### config.mk
export PLATFORM = sky130hd
export DESIGN_NAME = fpsf_kernel
export DESIGN_NICKNAME = d
export VERILOG_FILES = /design/src/design/fpsf_pkg.sv /design/src/design/fpsf_kernel.sv
export SDC_FILE = /design/constraint.sdc
export NUM_CORES = 1
export LEC_CHECK = 0
export CORE_ASPECT_RATIO = 0.5
export CORE_MARGIN = 4
export CORE_UTILIZATION = 50
export DETAILED_ROUTE_END_ITERATION = 10
export DONT_BUFFER_PORTS = 1
export GPL_TIMING_DRIVEN = 0
export SYNTH_ARGS = -nofsm -noshare
export SYNTH_HDL_FRONTEND = slang
export SYNTH_SLANG_ARGS = --single-unit
### constraint.sdc
create_clock -name clk -period 8.3 [get_ports clk]
set_input_delay 1.245 -clock clk [delete_from_list [all_inputs] [get_ports clk]]
set_output_delay 1.245 -clock clk [all_outputs]
set_load 0.02 [all_outputs]
### src/design/fpsf_pkg.sv
// Package for the five-point sharpen filter.
// Holds payload structs, field widths, register indexes and the stencil item type.
// No dependencies.
`timescale 1ns / 1ps
`default_nettype none

package fpsf_pkg;

	localparam int SAMPLE_W   = 16;
	localparam int FRAC_W     = 12;
	localparam int LAP_W      = SAMPLE_W + 3;
	localparam int STR_W      = 16;
	localparam int PROD_W     = LAP_W + STR_W + 1;
	localparam int COL_W      = 10;
	localparam int ROW_W      = 12;
	localparam int FW_W       = 11;
	localparam int FH_W       = 13;
	localparam int MAX_ROWS   = 4096;
	localparam int MIN_SIZE   = 3;
	localparam int CFG_IDX_W  = 2;
	localparam int CFG_DATA_W = 16;
	localparam int PAIR_W     = 2 * SAMPLE_W;

	typedef enum logic [CFG_IDX_W-1:0] {
		CFG_FRAME_WIDTH  = 2'd0,
		CFG_FRAME_HEIGHT = 2'd1,
		CFG_STRENGTH     = 2'd2
	} fpsf_cfg_idx_t;

	typedef struct packed {
		logic signed [SAMPLE_W-1:0] height_in;
		logic                       start_of_frame;
	} fpsf_in_t;

	typedef struct packed {
		logic signed [SAMPLE_W-1:0] height_out;
		logic [COL_W-1:0]           column_out;
		logic [ROW_W-1:0]           row_out;
		logic                       last_of_run;
	} fpsf_out_t;

	typedef struct packed {
		logic inner;
		logic border;
	} fpsf_flags_t;

	typedef struct packed {
		logic signed [LAP_W-1:0]    lap;
		logic signed [SAMPLE_W-1:0] center;
		logic signed [SAMPLE_W-1:0] sample;
		logic [COL_W-1:0]           col;
		logic [ROW_W-1:0]           row;
		fpsf_flags_t                flags;
	} fpsf_kitem_t;

endpackage

`default_nettype wire

### src/design/fpsf_kernel.sv
// Sharpen arithmetic and result sequencing: multiply stage, add/saturate into
// the output register, interior result first and border result second.
// Depends on fpsf_pkg.
`timescale 1ns / 1ps
`default_nettype none

module fpsf_kernel (
	input  wire logic                       clk,
	input  wire logic                       arst_n,
	input  wire logic                       k_valid,
	output logic                            k_ready,
	input  wire fpsf_pkg::fpsf_kitem_t      k_item,
	input  wire logic [fpsf_pkg::STR_W-1:0] strength,
	output logic                            result_valid,
	input  wire logic                       result_stall,
	output fpsf_pkg::fpsf_out_t             result_item
);
	import fpsf_pkg::*;

	localparam int SUM_W = PROD_W - FRAC_W + 1;

	fpsf_kitem_t                item_s2;
	logic                       valid_s2;
	logic signed [PROD_W-1:0]   prod_s3;
	logic signed [SAMPLE_W-1:0] center_s3;
	logic signed [SAMPLE_W-1:0] sample_s3;
	logic [COL_W-1:0]           col_s3;
	logic [ROW_W-1:0]           row_s3;
	logic                       pend_int_s3;
	logic                       pend_bord_s3;
	logic                       result_valid_q;
	fpsf_out_t                  result_q;

	logic                       valid_s3;
	logic                       ready_s3;
	logic                       adv2;
	logic                       out_free;
	logic                       load;
	logic                       last_sel;
	logic                       done3;
	logic signed [PROD_W-1:0]   prod_c;
	logic signed [SUM_W-1:0]    sum_c;
	logic signed [SAMPLE_W-1:0] sat_c;
	fpsf_out_t                  next_c;

	assign valid_s3 = pend_int_s3 || pend_bord_s3;
	assign out_free = !result_valid_q || !result_stall;
	assign load     = valid_s3 && out_free;
	assign last_sel = !pend_int_s3 || !pend_bord_s3;
	assign done3    = load && last_sel;
	assign ready_s3 = !valid_s3 || done3;
	assign adv2     = valid_s2 && ready_s3;
	assign k_ready  = !valid_s2 || ready_s3;

	assign prod_c = PROD_W'(item_s2.lap) * PROD_W'($signed({1'b0, strength}));

	always_comb begin
		sum_c = SUM_W'(center_s3) + SUM_W'(prod_s3 >>> FRAC_W);
		if (sum_c > SUM_W'(2 ** (SAMPLE_W - 1) - 1)) begin
			sat_c = {1'b0, {(SAMPLE_W - 1){1'b1}}};
		end else if (sum_c < -SUM_W'(2 ** (SAMPLE_W - 1))) begin
			sat_c = {1'b1, {(SAMPLE_W - 1){1'b0}}};
		end else begin
			sat_c = sum_c[SAMPLE_W-1:0];
		end

		if (pend_int_s3) begin
			next_c.height_out  = sat_c;
			next_c.column_out  = col_s3 - 1'b1;
			next_c.row_out     = row_s3 - 1'b1;
			next_c.last_of_run = !pend_bord_s3;
		end else begin
			next_c.height_out  = sample_s3;
			next_c.column_out  = col_s3;
			next_c.row_out     = row_s3;
			next_c.last_of_run = 1'b1;
		end
	end

	always_ff @(posedge clk) begin
		if (k_valid && k_ready) begin
			item_s2 <= k_item;
		end
		if (adv2) begin
			prod_s3   <= prod_c;
			center_s3 <= item_s2.center;
			sample_s3 <= item_s2.sample;
			col_s3    <= item_s2.col;
			row_s3    <= item_s2.row;
		end
		if (load) begin
			result_q <= next_c;
		end
	end

	always_ff @(posedge clk or negedge arst_n) begin
		if (!arst_n) begin
			valid_s2       <= 1'b0;
			pend_int_s3    <= 1'b0;
			pend_bord_s3   <= 1'b0;
			result_valid_q <= 1'b0;
		end else begin
			if (k_ready) begin
				valid_s2 <= k_valid;
			end
			if (adv2) begin
				pend_int_s3  <= item_s2.flags.inner;
				pend_bord_s3 <= item_s2.flags.border;
			end else if (done3) begin
				pend_int_s3  <= 1'b0;
				pend_bord_s3 <= 1'b0;
			end else if (load) begin
				pend_int_s3 <= 1'b0;
			end
			if (out_free) begin
				result_valid_q <= valid_s3;
			end
		end
	end

	assign result_valid = result_valid_q;
	assign result_item  = result_q;

endmodule

`default_nettype wire

# Yosys cells after proc, flatten, opt, wreduce, memory -nomap -nowiden
# Cells that the tools add are included.
dict set report word_totals {
  latchBits 0
  ff_bits 208
  ram_bits 0
  rom_bits 0
  in_bits 95
  memories 0
  out_inout_bits 41
  wordCells 51
}
dict set report classes {
  bitwise 0
  div 0
  add_sub_neg 3
  eq_ne 0
  n_reduce_logical 17
  n_lt_le_gt_ge 2
  n_shift 0
  n_mux 8
  multipliers 1
}
# operator n
set ops {}
lappend ops {{2-to-1 mux 39 bit} 1}
lappend ops {{multiplier 19 x 17 -> 36 bit} 1}
lappend ops {{2-to-1 mux 16 bit} 2}
lappend ops {{adder 16 x 24 -> 25 bit} 1}
lappend ops {{> comparator 25 x 16 -> 1 bit (second input constant)} 1}
lappend ops {{less-than comparator 25 x 16 -> 1 bit (second input constant)} 1}
lappend ops {{subtractor 12 x 1 -> 12 bit (second input constant)} 1}
lappend ops {{subtractor 10 x 1 -> 10 bit (second input constant)} 1}
lappend ops {{logical NOT 1 bit} 6}
lappend ops {{logical OR 1 bit} 5}
lappend ops {{2-to-1 mux 1 bit} 5}
lappend ops {{logical AND 1 bit} 4}
lappend ops {{nonzero test 3 bit} 1}
lappend ops {{nonzero test 2 bit} 1}

# Longest topological paths before layout
dict set report depth {
  depth_word 7
  depth_mapped 24
  depth_no_buf 23
}

# Least setup slack after synthesis
# No wires, ideal clock.
dict set report synth_timing {
  path_kind {input to register}
  start {input strength[2] (netlist bit)}
  end {register prod_s3[33] (data pin)}
  arrival_ps 7100
  n_path_buf 2
  path_slack_ps 943
  setup_ps 257
  required_ps 8043
  path_stages 21
  path_cell_list {clkbuf_1 -> clkbuf_1 -> nand2_1 -> fa_1 -> fa_1 -> fa_1 -> inv_1 -> fa_1 -> fa_1 -> inv_1 -> fa_1 -> inv_1 -> ha_1 -> and4_1 -> a22oi_1 -> a2111oi_1 -> o211ai_1 -> a211oi_1 -> or3_1 -> o41a_1 -> xor2_1}
}
dict set report synth_between {
  elab_chain_len 1
}
# element line_no
set synth_lines {}
lappend synth_lines {{start, declared} fpsf_kernel.sv:13} ;# input wire logic [fpsf_pkg::STR_W-1:0] strength,
lappend synth_lines {{multiplier 19 x 17 -> 36 bit} fpsf_kernel.sv:55} ;# assign prod_c = PROD_W'(item_s2.lap) * PROD_W'($signed({1'b0, strength}));
lappend synth_lines {{net prod_c[33]} fpsf_kernel.sv:41} ;# logic signed [PROD_W-1:0] prod_c;
lappend synth_lines {{end signal, assigned} fpsf_kernel.sv:85} ;# prod_s3 <= prod_c;
lappend synth_lines {{end, declared} fpsf_kernel.sv:24} ;# logic signed [PROD_W-1:0] prod_s3;
# The timed path passes the listed nets, and every way through them passes these cells.
# A chain may end at the register's enable or synchronous reset.

# Final worst setup path
dict set report layout_timing {
  start {input strength[4] (netlist bit)}
  end {register prod_s3[33] (data pin)}
}
# Same word-level chain as after synthesis.

==> results_dict.tcl <==
set metrics [dict create \
    wl_met2_um 19700 \
    n_fill_cell 3270 \
    cp.arrival_ns 8.18 \
    synth_top_area_share_pct 32.3 \
    ys_seq_area_share_pct 30.9 \
    routedWlPerCell_um 19.4 \
    h-tree-depth 4 \
    clock_skew_ns 0.0282 \
    syn-instance-count 1742 \
    firstDrtPassIters 5 \
    final_cells 2271 \
    clock_latency_ns 0.45 \
    ios 136 \
    numCtsBuffers 17 \
    r2r-end "prod_s3[33]$_DFFE_PP_" \
    drt-initial-drc-count 776 \
    ys_ff_latch 196 \
    slowest_stage "fa_1" \
    r2r_cells 21 \
    crit_path_frequent_cell "fa_1" \
    grt_pass1_vias 12600 \
    critPathRequiredTime_ns 8.48 \
    start_util_pct 50.7 \
    post-place-ws_ns -0.561 \
    synth.distinct_cells 61 \
    area_growth_pct 7.11 \
    gp_congestion 0.918 \
    drc_errors 0 \
    antenna_found_initial 1 \
    cap_viol_max_count 0 \
    drive_gt1_share_pct 3.43 \
    worstReg2RegStart "item_s2[62]$_DFFE_PP_" \
    syn_nets 2258 \
    yosysWarnings 0 \
    tightestPinTransition_ns 1.09 \
    netlist_top_cells_area "fa_1 (32%), edfxtp_1 (30%), ha_1 (7.6%)" \
    antenna_left 0 \
    grt_pass1_wl_um 69600 \
    critPathKind "input port to register" \
    rsz0062_at_grt "no" \
    detail_route.vias_per_cell 5.22 \
    syn_area_per_cell_um2 10.9 \
    io_buffers 0 \
    syn_area_um2 19000 \
    layout_setup_ws_ns 0.294 \
    dp_cells 2239 \
    hp-start "item_s2[48]$_DFFE_PP_" \
    cts.sinks 196 \
    synthArstFlopShare_pct 2.04 \
    dr_total_vias 11900 \
    drt_wl_total_um 44100 \
    rows 50 \
    crit_family "adder cells" \
    post-cts-setup-buffers 0 \
    hpwl_um 36200 \
    fmax_mhz 125 \
    min_to "center_s3[8]$_DFFE_PP_" \
    postCtsHoldBufs 0 \
    nets 2280 \
    cpPeakStageDelay_ns 0.59 \
    grt_usage_pct 21.8 \
    setup_viol 0 \
    grt_overflow 0 \
    hold_depth 0 \
    crit_fanout 10 \
    status "finished, final reports clean" \
    dr_wl_met3_um 4060 \
    coreArea_um2 37400 \
    relSlewSlack_pct 26.9 \
    antenna_cells 0 \
    die_h_um 146 \
    fin_crit_ns 8.01 \
    cts_tree "built" \
    yosysTopAreaCell "fa_1" \
    fin_crit_sh_pct 96.5 \
    m1WireLength_um 19600 \
    die_area_um2 41300 \
    top_layer "met4" \
    hold_viol_final 0 \
    finalMaxSlewViolations 0 \
    synth_edf_count 192 \
    hp-class "register to register" \
    clock_path_buffers 2 \
    chipWidth_um 283 \
    worst_setup_path_start_kind "input port" \
    ys.flop_type "edfxtp_1" \
    endpoint_kind "register" \
    worst-path-buf-inv 5 \
    grt_max_degree 45 \
    path_cells "clkbuf_1, clkbuf_1, nand2_1, fa_1, fa_1, fa_1, inv_1, fa_1, fa_1, inv_1, fa_1, inv_1, ha_1, a21oi_1, o211ai_1, nor4_1, o21bai_1, o211ai_1, a211oi_1, or3_1, o41a_1, xor2_1" \
    r2r_setup_slack_ns 0.74 \
    clkTransAtPathRegs_ns 0.08 \
    cts_root_buffer "clkbuf_16" \
]
## cell usage in the layout, fill, tap and decap left out, types with 13 or more instances in the layout
master     count
a21oi_1       46
and2_1       115
clkbuf_1      48
clkbuf_16     17
edfxtp_1     192
fa_1         306
ha_1         115
inv_1        373
nand2_1      228
nand3_1       13
nor2_1        54
nor3_1        19
o21ai_0       21
xnor2_1       38
xor2_1        25
## sequential cells by signal, summed over array words and instances (netlist names)
register,flops
pend_int_s3,1
item_s2,75
valid_s2,1
result_valid,1
prod_s3,24
center_s3,16
row_s3,12
col_s3,10
result_item,39
sample_s3,16
pend_bord_s3,1
## what timing repair did
item,4_1_cts,5_1_grt
gates resized for setup,2,9
hold endpoints to repair,0,0
setup endpoints to repair,3,6
## synthesized netlist by cell type, types with 2 or more instances
library cell	number
nand2b_1	6
a41oi_1	2
and4_1	3
and3_1	9
a211oi_1	7
inv_1	374
a311oi_1	2
nor2b_1	8
dfrtp_1	4
xor2_1	25
o21a_1	12
a211o_1	2
fa_1	306
xnor2_1	38
buf_2	2
nor4_1	4
a2111oi_0	2
o21bai_1	3
nor3_1	19
and2_1	116
nand3_1	13
o41a_1	2
nand2_1	228
o41ai_4	2
o21ai_0	21
or3_1	5
a21o_1	12
ha_1	115
a21oi_1	46
o211ai_1	8
a2111o_1	2
a31oi_1	6
a211oi_2	2
or2_2	3
edfxtp_1	192
nor4bb_1	2
buf_6	3
o221ai_1	3
nor2_1	54
nand4_1	5
nand3b_1	3
clkbuf_1	52
## metrics by stage
| stage | setup TNS [ns] | instance area (µm²) | hold slack (ns) | util [%] |
|---|---|---|---|---|
| after floorplan | 0 | 19000 | 0.400 | - |
| after global placement | -2.65 | 19600 | 0.401 | 52.3 |
| after detailed placement | -3.76 | 19700 | 0.405 | 52.5 |
| after CTS | 0 | 20300 | 0.413 | 54.3 |
| after global routing | 0 | 20300 | 0.423 | 54.3 |
| final | 0 | 20300 | 0.414 | 54.3 |
## routing by layer
| layer | up-vias | global-route usage (%) |
|---|---|---|
| met3 | 43 | 7.01 |
| li1 | 5494 | - |
| met1 | 5924 | 30.2 |
| met2 | 404 | 34.2 |
| met4 | 0 | 4.78 |
| met5 | - | 0 |
## how the worst max path moves through the flow
stage | start | endpoint | slack [ns] | cells past startpoint
global route | strength[8] | prod_s3[33]$_DFFE_PP_ | 0.07 | 24
global placement | strength[2] | prod_s3[35]$_DFFE_PP_ | -0.45 | 22
detailed placement | strength[3] | prod_s3[35]$_DFFE_PP_ | -0.56 | 22
floorplan | strength[2] | prod_s3[33]$_DFFE_PP_ | 0.94 | 21
finish | strength[4] | prod_s3[33]$_DFFE_PP_ | 0.29 | 22
CTS | strength[3] | prod_s3[33]$_DFFE_PP_ | 0.20 | 22
## layout make-up
type	instances	area, µm²	share of cell area (%)
buffer	58	248	1.22
clock buffer	17	425	2.09
clock inverter	15	205	1.01
inverter	374	1400	6.91
multi-input combinational	1114	11500	56.5
sequential	196	5870	28.9
tap	494	618	3.04
timing repair buffer	3	67.6	0.333
## kinds of logic (layout without fill, tap and decap cells)
| group | after synthesis | count (layout) | synth area share [%] |
|---|---|---|---|
| AOI/OAI and AO/OA | 146 | 146 | 5.35 |
| xor gates and xnor gates | 63 | 63 | 2.91 |
| adders and majority gates | 422 | 422 | 40.0 |
| buffers and inverters | 432 | 467 | 8.69 |
| DFF | 196 | 196 | 30.9 |
| and+or+nand+nor | 483 | 483 | 12.2 |
Power is not shown: default switching activity piles up to over one toggle a cycle in this logic, so the estimate is an artifact.
