File: src/design/fpsf_pkg.sv
// Package for the five-point sharpen filter.
// Holds payload structs, field widths, register indexes and the stencil item type.
// No dependencies.
`timescale 1ns / 1ps
`default_nettype none

package fpsf_pkg;

	localparam int SAMPLE_W   = 16;
	localparam int FRAC_W     = 12;
	localparam int LAP_W      = SAMPLE_W + 3;
	localparam int STR_W      = 16;
	localparam int PROD_W     = LAP_W + STR_W + 1;
	localparam int COL_W      = 10;
	localparam int ROW_W      = 12;
	localparam int FW_W       = 11;
	localparam int FH_W       = 13;
	localparam int MAX_ROWS   = 4096;
	localparam int MIN_SIZE   = 3;
	localparam int CFG_IDX_W  = 2;
	localparam int CFG_DATA_W = 16;
	localparam int PAIR_W     = 2 * SAMPLE_W;

	typedef enum logic [CFG_IDX_W-1:0] {
		CFG_FRAME_WIDTH  = 2'd0,
		CFG_FRAME_HEIGHT = 2'd1,
		CFG_STRENGTH     = 2'd2
	} fpsf_cfg_idx_t;

	typedef struct packed {
		logic signed [SAMPLE_W-1:0] height_in;
		logic                       start_of_frame;
	} fpsf_in_t;

	typedef struct packed {
		logic signed [SAMPLE_W-1:0] height_out;
		logic [COL_W-1:0]           column_out;
		logic [ROW_W-1:0]           row_out;
		logic                       last_of_run;
	} fpsf_out_t;

	typedef struct packed {
		logic inner;
		logic border;
	} fpsf_flags_t;

	typedef struct packed {
		logic signed [LAP_W-1:0]    lap;
		logic signed [SAMPLE_W-1:0] center;
		logic signed [SAMPLE_W-1:0] sample;
		logic [COL_W-1:0]           col;
		logic [ROW_W-1:0]           row;
		fpsf_flags_t                flags;
	} fpsf_kitem_t;

endpackage

`default_nettype wire

File: src/design/fpsf_position.sv
// Column and row counters for the incoming sample, with size clamping and wrap.
// Gives the current position and its border and interior flags.
// Depends on fpsf_pkg.
`timescale 1ns / 1ps
`default_nettype none

module fpsf_position #(
	parameter int MAX_WIDTH = 1024,
	parameter int AW        = 10
) (
	input  wire logic                      clk,
	input  wire logic                      arst_n,
	input  wire logic                      advance,
	input  wire logic                      sof,
	input  wire logic [fpsf_pkg::FW_W-1:0] frame_width,
	input  wire logic [fpsf_pkg::FH_W-1:0] frame_height,
	output logic [AW-1:0]                  x,
	output logic [fpsf_pkg::ROW_W-1:0]     y,
	output fpsf_pkg::fpsf_flags_t          flags
);
	import fpsf_pkg::*;

	logic [AW-1:0]    col_q;
	logic [ROW_W-1:0] row_q;
	logic [31:0]      fw_wide;
	logic [31:0]      ew_wide;
	logic [AW:0]      eff_w;
	logic [FH_W-1:0]  eff_h;
	logic [AW-1:0]    col_pre;
	logic [ROW_W-1:0] row_pre;
	logic             col_wrap;
	logic [FH_W-1:0]  row_t;
	logic [AW:0]      x_inc;
	logic [FH_W-1:0]  y_inc;
	logic             end_row;
	logic             end_frame;

	always_comb begin
		fw_wide = 32'(frame_width);
		if (fw_wide < 32'(MIN_SIZE)) begin
			ew_wide = 32'(MIN_SIZE);
		end else if (fw_wide > 32'(MAX_WIDTH)) begin
			ew_wide = 32'(MAX_WIDTH);
		end else begin
			ew_wide = fw_wide;
		end
		eff_w = ew_wide[AW:0];

		if (frame_height < FH_W'(MIN_SIZE)) begin
			eff_h = FH_W'(MIN_SIZE);
		end else if (frame_height > FH_W'(MAX_ROWS)) begin
			eff_h = FH_W'(MAX_ROWS);
		end else begin
			eff_h = frame_height;
		end

		col_pre  = sof ? '0 : col_q;
		row_pre  = sof ? '0 : row_q;
		col_wrap = ({1'b0, col_pre} >= eff_w);
		x        = col_wrap ? '0 : col_pre;
		row_t    = {1'b0, row_pre} + FH_W'(col_wrap);
		y        = (row_t >= eff_h) ? '0 : row_t[ROW_W-1:0];

		flags.border = (x == '0) || ({1'b0, x} == eff_w - 1'b1) ||
			(y == '0) || ({1'b0, y} == eff_h - 1'b1);
		flags.inner  = (x >= AW'(2)) && (y >= ROW_W'(2));

		x_inc     = {1'b0, x} + 1'b1;
		y_inc     = {1'b0, y} + 1'b1;
		end_row   = (x_inc >= eff_w);
		end_frame = (y_inc >= eff_h);
	end

	always_ff @(posedge clk or negedge arst_n) begin
		if (!arst_n) begin
			col_q <= '0;
			row_q <= '0;
		end else if (advance) begin
			if (end_row) begin
				col_q <= '0;
				row_q <= end_frame ? '0 : y_inc[ROW_W-1:0];
			end else begin
				col_q <= x_inc[AW-1:0];
				row_q <= y;
			end
		end
	end

endmodule

`default_nettype wire

File: config.mk
export PLATFORM = sky130hd
export DESIGN_NAME = fpsf_position
export DESIGN_NICKNAME = d
export VERILOG_FILES = /design/src/design/fpsf_pkg.sv /design/src/design/fpsf_position.sv
export SDC_FILE = /design/constraint.sdc
export NUM_CORES = 1
export LEC_CHECK = 0
export ABC_AREA = 1
export BUFFER_PORTS_ARGS = -buffer_cell sky130_fd_sc_hd__buf_2
export CORE_ASPECT_RATIO = 1.1
export CORE_UTILIZATION = 40
export DETAILED_ROUTE_END_ITERATION = 8
export GPL_TIMING_DRIVEN = 0
export PLACE_DENSITY_LB_ADDON = 0.1
export SLEW_MARGIN = 20
export SYNTH_ARGS = -nofsm -noshare
export SYNTH_HDL_FRONTEND = slang
export SYNTH_SLANG_ARGS = --single-unit
File: constraint.sdc
create_clock -name clk -period 6.2 [get_ports clk]
set_input_delay 0 -clock clk [delete_from_list [all_inputs] [get_ports clk]]
set_output_delay 0 -clock clk [all_outputs]
set_load 0.02 [all_outputs]
---- Yosys cells after proc, flatten, opt, wreduce, memory -nomap -nowiden ----
Cells that the tools add are included.
storage, ports and cells
  register bits ........................... 22
  bits in latches ......................... 0
  bits in writable memories ............... 0
  ROM bits ................................ 0
  logic and storage cells ................. 36
  memories kept ........................... 0
operators by class
  add/sub/neg operators ................... 5
  multipliers ............................. 0
  div/mod/pow operators ................... 0
  order comparisons ....................... 10
  equality and inequality tests ........... 2
  shift-type cells ........................ 0
  multiplexer cells ....................... 11
  bitwise gates (word level) .............. 0
  reduce and logical (&&, ||, !) cells .... 6
operators with widths
  operator               number
  $mux 12                4
  $mux 10                3
  $ge 13x13->1           2
  $mux 13                2
  $mux 11                2
  $add 12x1->13          1
  $add 12x1->13 const B  1
  $eq 12x13->1           1
  $gt 13x13->1 const B   1
  $lt 13x2->1 const B    1
  $sub 13x1->13 const B  1
  $ge 12x2->1 const B    1
  $logic_not 12->1       1
  $add 10x1->11 const B  1
  $eq 10x11->1           1
  $ge 10x11->1           1
  $ge 11x11->1           1
  $gt 11x11->1 const B   1
  $lt 11x2->1 const B    1
  $sub 11x1->11 const B  1
  $ge 10x2->1 const B    1
  $logic_not 10->1       1
  $logic_or 1x1->1       3
  $logic_and 1x1->1      1

---- Longest topological paths before layout ----
Gate-level depths: netlist of run 1.
  word-level depth ........................ 11
  gate-level depth with buffers ........... 49
  depth with buffers taken out ............ 48

---- Worst setup path before layout of run 1 ----
Ideal clock, no wire load.
  kind .................................... input to register
  start point ............................. in frame_width[5] (netlist name)
  end point ............................... reg row_q[1]
  setup time .............................. 0.090 ns
  arrival ................................. 6.154 ns
  data required time ...................... 6.110 ns
  path slack .............................. -0.045 ns
  stages on the path ...................... 45
  buffers on the path ..................... 2
  path through ............................ nor2_1 -> nand2_1 -> nor2_1 -> nand2_1 -> nand2_1 -> buf_2 -> nand2_1 -> ha_1 -> nand4_1 -> or2_2 -> nor2_1 -> inv_1 -> nand2_2 -> ha_1 -> ha_1 -> nand3_4 -> nor2_4 -> nand4_1 -> (+9 left out) -> buf_6 -> nor2_2 -> ha_1 -> nand3_1 -> nor2_2 -> nand2_1 -> xor2_1 -> inv_1 -> ha_1 -> a21oi_1 -> o21ai_0 -> a21oi_1 -> nand3_1 -> nor2_1 -> nand2_1 -> inv_1 -> nand2_1 -> o221ai_1
between the ends
  longest elaborated chain between the ends .. 11
  elaborated cells on any way between the ends .. 15
ends and longest elaborated chain
  element               line                 text
  from (decl)           fpsf_position.sv:15  input wire logic [fpsf_pkg::FW_W-1:0] frame_width,
  $gt 11x11->1          fpsf_position.sv:42  end else if (fw_wide > 32'(MAX_WIDTH)) begin
  $mux 11               fpsf_position.sv:42
  $mux 11 (*)           fpsf_position.sv:40  if (fw_wide < 32'(MIN_SIZE)) begin
  $ge 10x11->1 (*)      fpsf_position.sv:59  col_wrap = ({1'b0, col_pre} >= eff_w);
  $add 12x1->13 (*)     fpsf_position.sv:61  row_t = {1'b0, row_pre} + FH_W'(col_wrap);
  $ge 13x13->1          fpsf_position.sv:62  y = (row_t >= eff_h) ? '0 : row_t[ROW_W-1:0];
  $mux 12 (*)           fpsf_position.sv:62
  via y, one bit        fpsf_position.sv:18  output logic [fpsf_pkg::ROW_W-1:0] y,
  $add 12x1->13         fpsf_position.sv:69  y_inc = {1'b0, y} + 1'b1;
  $ge 13x13->1          fpsf_position.sv:71  end_frame = (y_inc >= eff_h);
  $mux 12               fpsf_position.sv:81  row_q <= end_frame ? '0 : y_inc[ROW_W-1:0];
  $mux 12 (*)           fpsf_position.sv:79  if (end_row) begin
  to (signal assigned)  fpsf_position.sv:81
  to (signal assigned)  fpsf_position.sv:84  row_q <= y;
  to (decl)             fpsf_position.sv:24  logic [ROW_W-1:0] row_q;
Mark *: on every way through the listed nets, which the timed path passes. The rest lies on a longest branch.
A chain may end at the register's enable or synchronous reset.

---- Worst setup path after layout of run 1 ----
  start point ............................. reg col_q[7]
  end point ............................... reg row_q[1]
between the ends
  longest elaborated chain between the ends .. 9
  elaborated cells on any way between the ends .. 12
ends and longest elaborated chain
  element                 line                 text
  from (decl)             fpsf_position.sv:23  logic [AW-1:0] col_q;
  from (signal assigned)  fpsf_position.sv:83  col_q <= x_inc[AW-1:0];
  $mux 10 (*)             fpsf_position.sv:57  col_pre = sof ? '0 : col_q;
  $ge 10x11->1            fpsf_position.sv:59
  $add 12x1->13           fpsf_position.sv:61
  $ge 13x13->1            fpsf_position.sv:62
  $mux 12                 fpsf_position.sv:62
  $add 12x1->13           fpsf_position.sv:69
  $ge 13x13->1            fpsf_position.sv:71
  $mux 12                 fpsf_position.sv:81
  $mux 12 (*)             fpsf_position.sv:79
Mark *: on every way between the ends. The rest lies on a longest branch, timed or not.

==> impl_results.md, run 1 <==
- Final antenna-violating net count: 0
- Result of the run: complete, no violations
- Fin Clk Skew: around 0.0018 ns
- Clock net sink count: 22
- CP Launch Type: flip-flop
- Worst hold-check path type: input pin to flip-flop
- Achievable clock frequency: 0.1720 GHz
- Total die area: roughly 0.012 mm^2
- Finished Layout Cells: 993
- Total Nets Final: between 900 and 1k
- Number of failing hold endpoints at the final stage: 0
- Area taken by flip-flops and latches: 550.5 um^2
- Gate Count Post-Synth: 769
- Sequential fraction of the synthesis area: 11.89%
- Number of iterations in the first detailed-routing pass: 5
- Antenna cell count: 0
- Synth async-reset ratio: 100.0%
- Worst-margin pin slew: around 0.9 ns
- Via total after detailed routing: 5225
- Number of I/O pins: 52
- Top FF cell, synth: dfrtp_1
- WHS: 0.06119 ns
- Post-route cell area: 0.005751 mm^2
- Worst slew margin: 41.21%
- Setup_tns: 0 ns
- RD Place Congestion: 0.9279
- Critical path's largest stage delay: 0.34 ns
- Data arrival time at the worst-slack endpoint: 5.99 ns
- Count of final max-slew check failures: 0
- Fraction of post-synthesis cell area in the top cell type by area: 17.76%
- Unique masters post-synth: 48
- Overall Global Routing Usage: 25.17%
- Warnings, synthesis: 0
- Die H: between 100 and 150 um
- Most frequent cell after synthesis: nand2_1
- Peak fanout along the critical path: 6
- Slowest CP cell: dfrtp_1
- Port-buffer cells: 51
- Wire length per cell: 15.42 um
- Ranking of synthesized cells by instance count: 219 x nand2_1, 108 x inv_1, 78 x nor2_1
- First-pass GRT wire length: 23960 um
- Maximum level of the CTS H-tree: 1
- Final period demand of the worst path: between 5 and 6 ns
- Setup Crit Path Kind: flip-flop to flip-flop
- Area post-placement: 0.005074 mm^2
- Maximum root-to-sink buffer count: 2
- First DRT Iteration DRCs: 281
- DRC violations left: 0
- Post-synthesis sequential element count: 22
- Share of layout cells above drive strength 1: 23.76%
- Clock latency on the worst-skew pair: 0.26 ns
- Horiz. Die Dim: 104.6 um
- Area inside the core boundary: 0.01111 mm^2
- Max-Cap Viols: 0
- Largest net degree at the start of global routing: 23
- Period utilization: 93.77%
- Cts bufs inserted: 3
- Total grt overflow: 0
- Cell Area, Synth: 0.004629 mm^2
- Routed WL: around 15000 um
- Core Util, Final: 51.76%
- Syn avg cell area: 6.020 um^2
- Number of endpoints failing setup at the final stage: 0
- Row count: 40
- Area growth from synthesis to final layout: 24.22%
- Count of flip-flops with a built-in enable after synthesis: 0
- HPWL after DPL: 12570 um
- Dpl cells: 967
- Starting Density: between 40% and 50%
- Worst IR Drop VDD: 84.68 uV
- Top cells by area in the synthesized netlist: nand2_1 18%, ha_1 15%, dfrtp_1 12%
- Multi-input gate area: 0.003935 mm^2
- Net count after synthesis: around 850
- Element type at the critical path end: flip-flop
- Initial antenna violation count: 0
- Static leakage power: 3.101 nW
- Critical Path RT: 6.38 ns
- Clock slew at reported path FFs: approximately 0.060 ns
- Combined buffer and inverter count along the critical path: 5
- Worst path top cell family by delay: simple AND/OR/NAND/NOR gates
- TritonCTS clock tree: yes
- Pwr per Cell Area: 118.0 mW/mm^2
- Yosys top cell by area: nand2_1
- Vias per Instance: 5.262
- Layout fillers: 1192
- Buffer type at the clock tree root: clkbuf_16
- Vias in the first global route: 4862
## placed cells by master, fill, tap and decap left out, drive strengths merged, types with 2 or more instances in the layout
cell type and count:
nand2 233, inv 125, nor2 104, buf 78
nand3 63, ha 57, o21ai 43, a21oi 30
dfrtp 22, nand4 20, xor2 16, a22oi 11
nor3 8, clkbuf 5, o22ai 4, o21bai 3
nand3b 3, o31ai 2, o41ai 2, o311ai 2
or2 2, nor4 2
## metal layers
| layer | wire length (um) | global-route usage, % | vias to the layer above |
|---|---|---|---|
| met5 | 0 | 0 | - |
| met4 | 478 | 7.981 | 0 |
| met3 | 686 | 2.211 | 32 |
| met2 | 7262 | 44.59 | 139 |
| met1 | 6880 | 32.44 | 2379 |
| li1 | - | - | 2675 |
## power breakdown
group	switching [mW]	internal, mW
registers	0.00499	0.152
logic	0.218	0.118
clock network	0.0577	0.128
total	0.280	0.398
## per-stage QoR
step                total power [mW]  setup WS (ns)
finish                        0.6785         0.3861
floorplan                     0.3677        0.08429
detailed placement            0.4583         -1.191
CTS                           0.6507        0.02171
global placement              0.4529         -1.092
global route                  0.7272       -0.08291
## repair_timing
| item | in CTS | in global routing |
|---|---|---|
| pin swaps | 8 | 18 |
| endpoints found under the setup margin | 12 | 12 |
| endpoints found under the hold margin | 22 | 0 |
| setup buffers | 4 | 16 |
| hold buffers | 1 | 0 |
| cloned | 0 | 1 |
| resized for setup | 28 | 51 |
## layout make-up
type,instances,share of cell area (%)
Sequential cell,22,9.574
Tap cell,147,3.198
Clock inverter,1,0.5222
Buffer,8,1.240
Timing Repair Buffer,73,7.376
Clock buffer,3,1.305
Multi-Input combinational cell,613,68.43
Inverter,126,8.355
## sequential cells by signal (all words and copies together) (netlist names)
| signal | count |
|---|---|
| col_q | 10 |
| row_q | 12 |
## kinds of logic (layout without fill, tap and decap cells)
logic type,Yosys count,count (layout),synth area share [%]
AOI/OAI and AO/OA,102,102,12.95
and+or+nand+nor,437,437,44.49
adders and majority gates,57,57,15.41
buffers and inverters,134,211,11.41
DFF,22,22,11.89
xor gates and xnor gates,17,17,3.865
## final timing paths
check	start	endpoint	slack [ns]	cells after the start
max	col_q[7]	row_q[1]	0.39	40
min	advance	row_q[8]	0.06	3
max reg2reg	col_q[7]	row_q[1]	0.39	40
min reg2reg	col_q[7]	col_q[7]	0.49	2
max in group asynchronous	arst_n	row_q[7]	5.62	2
min in group asynchronous	arst_n	col_q[5]	0.24	2
## worst reg2reg max path: cells and delay by family (launching register included)
family	cells	cell delay (ns)
simple gates	23	2.87
compound gates	5	0.60
fa+ha+maj	6	1.19
flops	1	0.34
xor+xnor	1	0.26
buf+inv	5	0.47
(Power assumes the default switching activity.)
==> run 2, diff against run 1 <==
Clock period 6.2 ns to 4.8 ns, I/O delays scaled along.
==> impl_results.md, run 2 (synthesis results as in run 1) <==
- Dpl cells: 967 (unchanged)
- Final period demand of the worst path: 5.803 ns
- Finished Layout Cells: 1035 (was 993)
- Clock slew at reported path FFs: 0.06 ns (about the same)
- Period utilization: 120.9%
- Worst slew margin: 60.99% (was 41.21%)
- Number of I/O pins: 52 (unchanged)
- Routed WL: 16720 um (was 15310 um)
- Total die area: 0.01201 mm^2 (unchanged)
- Critical path's largest stage delay: 0.33 ns (was 0.34 ns)
- Initial antenna violation count: 0 (unchanged)
- Area growth from synthesis to final layout: 40.95% (was 24.22%)
- Max-Cap Viols: 0 (unchanged)
- Element type at the critical path end: flip-flop (unchanged)
- Setup_tns: -11.72 ns (was 0 ns)
- RD Place Congestion: 0.9180 (was 0.9279)
- Count of final max-slew check failures: 0 (unchanged)
- Starting Density: 41.67% (unchanged)
- Violated checks: setup timing
- Largest net degree at the start of global routing: 23 (unchanged)
- Fin Clk Skew: 0.005215 ns (was 0.001836 ns)
- Max reg flops: 12 (unchanged)
- Unrepaired setup endpoints after global routing: true
- Number of iterations in the first detailed-routing pass: 7 (was 5)
- DRC violations left: 0 (unchanged)
- Static leakage power: 3.397 nW (was 3.101 nW)
- Commonest cells after routing, fill and taps aside: 196 x nand2_1, 101 x inv_1, 57 x buf_4, 54 x nor2_1, 53 x nand3_1 (was 209 x nand2_1, 105 x inv_1, 69 x nor2_1, 57 x nand3_1, 54 x buf_2)
- Wire length per cell: 16.16 um (was 15.42 um)
- First DRT Iteration DRCs: 354 (was 281)
- First-pass GRT wire length: 26050 um (was 23960 um)
- Cts bufs inserted: 3 (unchanged)
- Die H: 114.8 um (unchanged)
- Number of failing hold endpoints at the final stage: 0 (unchanged)
- Most common cell after layout, fill and taps aside: nand2_1 (unchanged)
- Vias in the first global route: 5378 (was 4862)
- Result of the run: finished with violations (was complete, no violations)
- Worst hold-check path type: input pin to flip-flop (unchanged)
- Multi-input gate area: 0.004239 mm^2 (was 0.003935 mm^2)
- Biggest register: row_q (unchanged)
- Share of layout cells above drive strength 1: 33.11% (was 23.76%)
- Total grt overflow: 0 (unchanged)
- Startpoint of the most critical setup path: frame_width[3] (was col_q[7])
- Maximum level of the CTS H-tree: 1 (unchanged)
- Worst Setup Slack, final: -1.003 ns (was 0.3861 ns)
- Dominant cell type by count on the critical path: nor2_4
- Largest regs: row_q: 12 flops, col_q: 10 flops (unchanged)
- Combined buffer and inverter count along the critical path: 6 (was 5)
- Worst-margin pin slew: 0.5851 ns (was 0.8777 ns)
- Hold path startpoint: advance (unchanged)
- Vias per Instance: 5.387 (was 5.262)
- Clock latency on the worst-skew pair: 0.27 ns (was 0.26 ns)
- Port-buffer cells: 51 (unchanged)
- Via total after detailed routing: 5576 (was 5225)
- Number of endpoints failing setup at the final stage: 13 (was 0)
- Worst IR Drop VDD: 91.01 uV (was 84.68 uV)
- Slack of the worst reg-to-reg path: -0.98 ns (was 0.39 ns)
- HPWL after DPL: 12960 um (was 12570 um)
- TritonCTS clock tree: yes (unchanged)
- Buffer type at the clock tree root: clkbuf_16 (unchanged)
- Maximum root-to-sink buffer count: 2 (unchanged)
- Row count: 40 (unchanged)
- Area inside the core boundary: 0.01111 mm^2 (unchanged)
- Achievable clock frequency: 0.1723 GHz
- Pwr per Cell Area: 142.7 mW/mm^2 (was 118.0 mW/mm^2)
- Layout fillers: 1087 (was 1192)
- Peak fanout along the critical path: 5 (was 6)
- Total Nets Final: 974 (was 932)
- Data arrival time at the worst-slack endpoint: 5.99 ns (about the same)
- Setup Crit Path Kind: input pin to flip-flop (was flip-flop to flip-flop)
- Area taken by flip-flops and latches: 550.5 um^2 (unchanged)
- Clock net sink count: 22 (unchanged)
- Start of the worst register-to-register path: col_q[6] (was col_q[7])
- Overall Global Routing Usage: 27.78% (was 25.17%)
- Final antenna-violating net count: 0 (unchanged)
- Core Util, Final: 58.73% (was 51.76%)
- Overall power after layout: 931.3 uW (was 678.5 uW)
- Antenna cell count: 0 (unchanged)
- CP Launch Type: input pin (was flip-flop)
- Worst path top cell family by delay: simple AND/OR/NAND/NOR gates (unchanged)
- Critical Path RT: 4.98 ns (was 6.38 ns)
- Horiz. Die Dim: 104.6 um (unchanged)
- Slowest CP cell: ha_1 (was dfrtp_1)
run 2: final timing paths:
kind                       depth (start not counted)  endpoint
setup / recovery                                  45  row_q[1]
hold / removal                                     3  row_q[7]
setup reg to reg                                  39  row_q[1]
hold reg to reg                                    2  col_q[0]
max in group asynchronous                          2  row_q[4]
min in group asynchronous                          2  row_q[2]
run 2: routing by layer:
layer	global-route usage [%]	share of wire [%]	wire length, um
met5	0	0	0
met4	17.37	5.7	952
met3	1.304	2.7	454
met2	55.85	54	9069
met1	28.20	37	6248
run 2: worst reg2reg max path: cells and delay by family (launching register included):
kind / cells / cell delay (ns)
adder cells (fa/ha/maj): 6 / 1.35
AO/OA/AOI/OAI: 5 / 0.61
buffers and inverters: 5 / 0.52
flip-flops: 1 / 0.38
AND/OR/NAND/NOR: 21 / 2.40
XOR/XNOR: 2 / 0.44
run 2: repair_timing:
| action | CTS | global route |
|---|---|---|
| pin swaps | 61 | 52 |
| hold buffers | 1 | 0 |
| setup buffers | 43 | 22 |
| endpoints found under the hold margin | 22 | 0 |
| gates cloned | 1 | 0 |
| resized for setup | 100 | 49 |
| endpoints found under the setup margin | 24 | 27 |
run 2: through the flow:
step                      hold slack (ns)  worst slack (ns)  cell area [um^2]
after floorplan                   -0.2956           -0.7272              4848
after global placement          -0.001884            -1.803              5288
after detailed placement       -0.0009646            -1.900              5288
after CTS                         0.05729           -0.9792              6181
after global routing              0.07997            -1.274              6525
final                             0.07705            -1.003              6525
run 2: area by class of cell:
class / count / area share (%)
Tap cell: 147 / 2.819
Buffer: 8 / 1.208
Multi-Input combinational cell: 613 / 64.97
Clock buffer: 4 / 1.361
Timing Repair Buffer: 115 / 13.69
Sequential cell: 22 / 8.437
Inverter: 126 / 7.517
run 2: power breakdown:
part,internal [mW],switching (mW)
logic,0.210,0.318
clock network,0.128,0.0727
registers,0.196,0.00676
==> run 3, diff against run 2 <==
Settings changed: CORE_ASPECT_RATIO 1.1 to 0.7, RECOVER_POWER set to 50, SETUP_SLACK_MARGIN set to 0.4.
==> impl_results.md, run 3 (synthesis results as in run 1) <==
- Port-buffer cells: 51 (unchanged)
- Worst R2R Path Depth: 39 (unchanged)
- Highest routed metal layer: met4 (unchanged)
- Commonest cells after routing, fill and taps aside: 188 x nand2_1, 100 x inv_1, 54 x nor2_1, 53 x nand3_1, 49 x buf_4 (was 196 x nand2_1, 101 x inv_1, 57 x buf_4, 54 x nor2_1, 53 x nand3_1)
- Combined buffer and inverter count along the critical path: 9 (was 6)
- Period utilization: 124.3% (was 120.9%)
- Count of final max-slew check failures: 0 (unchanged)
- Core Util, Final: 60.57% (was 58.73%)
- Startpoint of the most critical setup path: frame_width[7] (was frame_width[3])
- Buffer type at the clock tree root: clkbuf_16 (unchanged)
- Total Nets Final: 969 (was 974)
- WHS: 0.07999 ns (was 0.07705 ns)
- Horiz. Die Dim: 130.6 um (was 104.6 um)
- First-pass GRT wire length: 27460 um (was 26050 um)
- Maximum root-to-sink buffer count: 2 (unchanged)
- Post-route cell area: 0.006741 mm^2 (was 0.006525 mm^2)
- Die H: 92.01 um (was 114.8 um)
- Most common cell after layout, fill and taps aside: nand2_1 (unchanged)
- Antenna cell count: 0 (unchanged)
- Hold depth: 3 (unchanged)
- Clock slew at reported path FFs: 0.06 ns (about the same)
- Number of I/O pins: 52 (unchanged)
- Total grt overflow: 0 (unchanged)
- Worst Setup Slack, final: -1.165 ns (was -1.003 ns)
- Slack of the worst reg-to-reg path: -1.16 ns (was -0.98 ns)
- Slowest CP cell: ha_1 (unchanged)
- Largest regs: row_q: 12 flops, col_q: 10 flops (unchanged)
- Overall Global Routing Usage: 30.08% (was 27.78%)
- Met2 Routed Length: 7039 um (was 9069 um)
- HPWL after DPL: 13390 um (was 12960 um)
- Vias per Instance: 5.453 (was 5.387)
- Routed WL: 17780 um (was 16720 um)
- Static leakage power: 3.416 nW (was 3.397 nW)
- Biggest register: row_q (unchanged)
- Pwr per Cell Area: 148.0 mW/mm^2 (was 142.7 mW/mm^2)
- Clock latency on the worst-skew pair: 0.27 ns (about the same)
- Cts bufs inserted: 3 (unchanged)
- Worst path top cell family by delay: simple AND/OR/NAND/NOR gates (unchanged)
- Starting Density: 41.59% (was 41.67%)
- Data arrival time at the worst-slack endpoint: 6.10 ns (was 5.99 ns)
- RD Place Congestion: 0.9312 (was 0.9180)
- Final antenna-violating net count: 0 (unchanged)
- Row count: 32 (was 40)
- Worst hold endpoint: row_q[8] (was row_q[7])
- Dominant cell type by count on the critical path: nor2_4 (unchanged)
- Vias in the first global route: 5138 (was 5378)
- M1 wire length: 8652 um (was 6248 um)
- Largest net degree at the start of global routing: 23 (unchanged)
- Hold path startpoint: advance (unchanged)
- Share of layout cells above drive strength 1: 34.99% (was 33.11%)
- Setup Crit Path Kind: input pin to flip-flop (unchanged)
- Maximum level of the CTS H-tree: 1 (unchanged)
- Via total after detailed routing: 5649 (was 5576)
- Element type at the critical path end: flip-flop (unchanged)
- Area post-placement: 0.005301 mm^2 (was 0.005288 mm^2)
- DRC violations left: 0 (unchanged)
- Start of the worst register-to-register path: col_q[1] (was col_q[6])
- Total die area: 0.01202 mm^2 (was 0.01201 mm^2)
- Worst-margin pin slew: 1.350 ns (was 0.5851 ns)
- CP Launch Type: input pin (unchanged)
- Final period demand of the worst path: 5.965 ns (was 5.803 ns)
- TritonCTS clock tree: yes (unchanged)
- Number of iterations in the first detailed-routing pass: 5 (was 7)
- Clock net sink count: 22 (unchanged)
- Area inside the core boundary: 0.01113 mm^2 (was 0.01111 mm^2)
- Critical path's largest stage delay: 0.29 ns (was 0.33 ns)
- Layout fillers: 1073 (was 1087)
- Unrepaired setup endpoints after global routing: true (unchanged)
- Met3 Wirelength: 1927 um (was 454 um)
- Achievable clock frequency: 0.1677 GHz (was 0.1723 GHz)
- Violated checks: setup timing (unchanged)
- Worst IR Drop VDD: 138.3 uV (was 91.01 uV)
- Fin Clk Skew: 0.004634 ns (was 0.005215 ns)
- Worst hold-check path type: input pin to flip-flop (unchanged)
- Result of the run: finished with violations (unchanged)
- Max-Cap Viols: 0 (unchanged)
- Critical Path RT: 4.93 ns (was 4.98 ns)
- Wire length per cell: 17.16 um (was 16.16 um)
- Area growth from synthesis to final layout: 45.62% (was 40.95%)
- Number of failing hold endpoints at the final stage: 0 (unchanged)
- Number of endpoints failing setup at the final stage: 14 (was 13)
- Peak fanout along the critical path: 6 (was 5)
- Worst slew margin: 10.00% (was 60.99%)
- Max reg flops: 12 (unchanged)
- Initial antenna violation count: 0 (unchanged)
- First DRT Iteration DRCs: 428 (was 354)
- Capturing point of the worst reg2reg path: row_q[4] (was row_q[1])
## run 3: changes by cell type in the layout (fill, tap and decap cells not counted), moves of 4 or more
| cell | delta |
|---|---|
| a21oi_2 | +4 |
| a21oi_1 | -4 |
| nand2_4 | +4 |
| ha_4 | +5 |
| buf_6 | +7 |
| buf_4 | -8 |
| nand2_1 | -8 |
| buf_2 | -8 |
| ha_1 | -5 |
## run 3: cell type report
type / instances / area, um^2 / area share [%]
flip-flops and latches: 22 / 550.5 / 8.166
clock inverters: 1 / 30.03 / 0.4454
clock buffers: 3 / 75.07 / 1.114
repair buffers: 110 / 913.4 / 13.55
inverters: 126 / 503.0 / 7.461
well taps: 153 / 191.4 / 2.840
multi-input cells: 613 / 4399 / 65.26
plain buffers: 8 / 78.83 / 1.169
## run 3: worst min-delay path: stages
cell	delay [ns]
buf_2	0.13
nand2_4	0.11
o21ai_2	0.06
## run 3: routing by layer
layer | global-route usage, % | up-vias
met2 | 40.12 | 231
met5 | 0 | -
li1 | - | 2746
met1 | 47.20 | 2656
met4 | 3.161 | 0
met3 | 9.102 | 16
## run 3: power by group
part	switching, mW	internal, mW	leakage, nW
logic	0.343	0.209	3.07
registers	0.00658	0.196	0.297
clock network	0.0767	0.166	0.0511
total	0.426	0.572	3.42
## run 3: how the worst max path moves through the flow
stage	end	slack (ns)	depth (start not counted)
finish	row_q[4]	-1.16	45
global route	row_q[4]	-1.45	45
CTS	row_q[3]	-0.99	45
detailed placement	row_q[1]	-1.97	44
global placement	row_q[1]	-1.89	45
floorplan	row_q[1]	-0.73	44
## run 3: through the flow
stage | instances | total power, mW | setup TNS (ns) | worst slack [ns]
after floorplan | 769 | 0.4885 | -8.075 | -0.7252
after detailed placement | 973 | 0.6174 | -31.08 | -1.975
after global placement | 973 | 0.6092 | -29.23 | -1.890
after global routing | 1036 | 1.065 | -20.50 | -1.448
after CTS | 1021 | 0.9409 | -11.77 | -0.9898
final | 1036 | 0.9977 | -14.07 | -1.165
## run 3: repair_timing
| action | CTS | global route |
|---|---|---|
| gates resized for setup | 119 | 72 |
| pin swaps | 59 | 46 |
| hold endpoints to repair | 22 | 0 |
| hold buffers | 1 | 0 |
| buffers inserted | 43 | 15 |
| endpoints found under the setup margin | 36 | 35 |
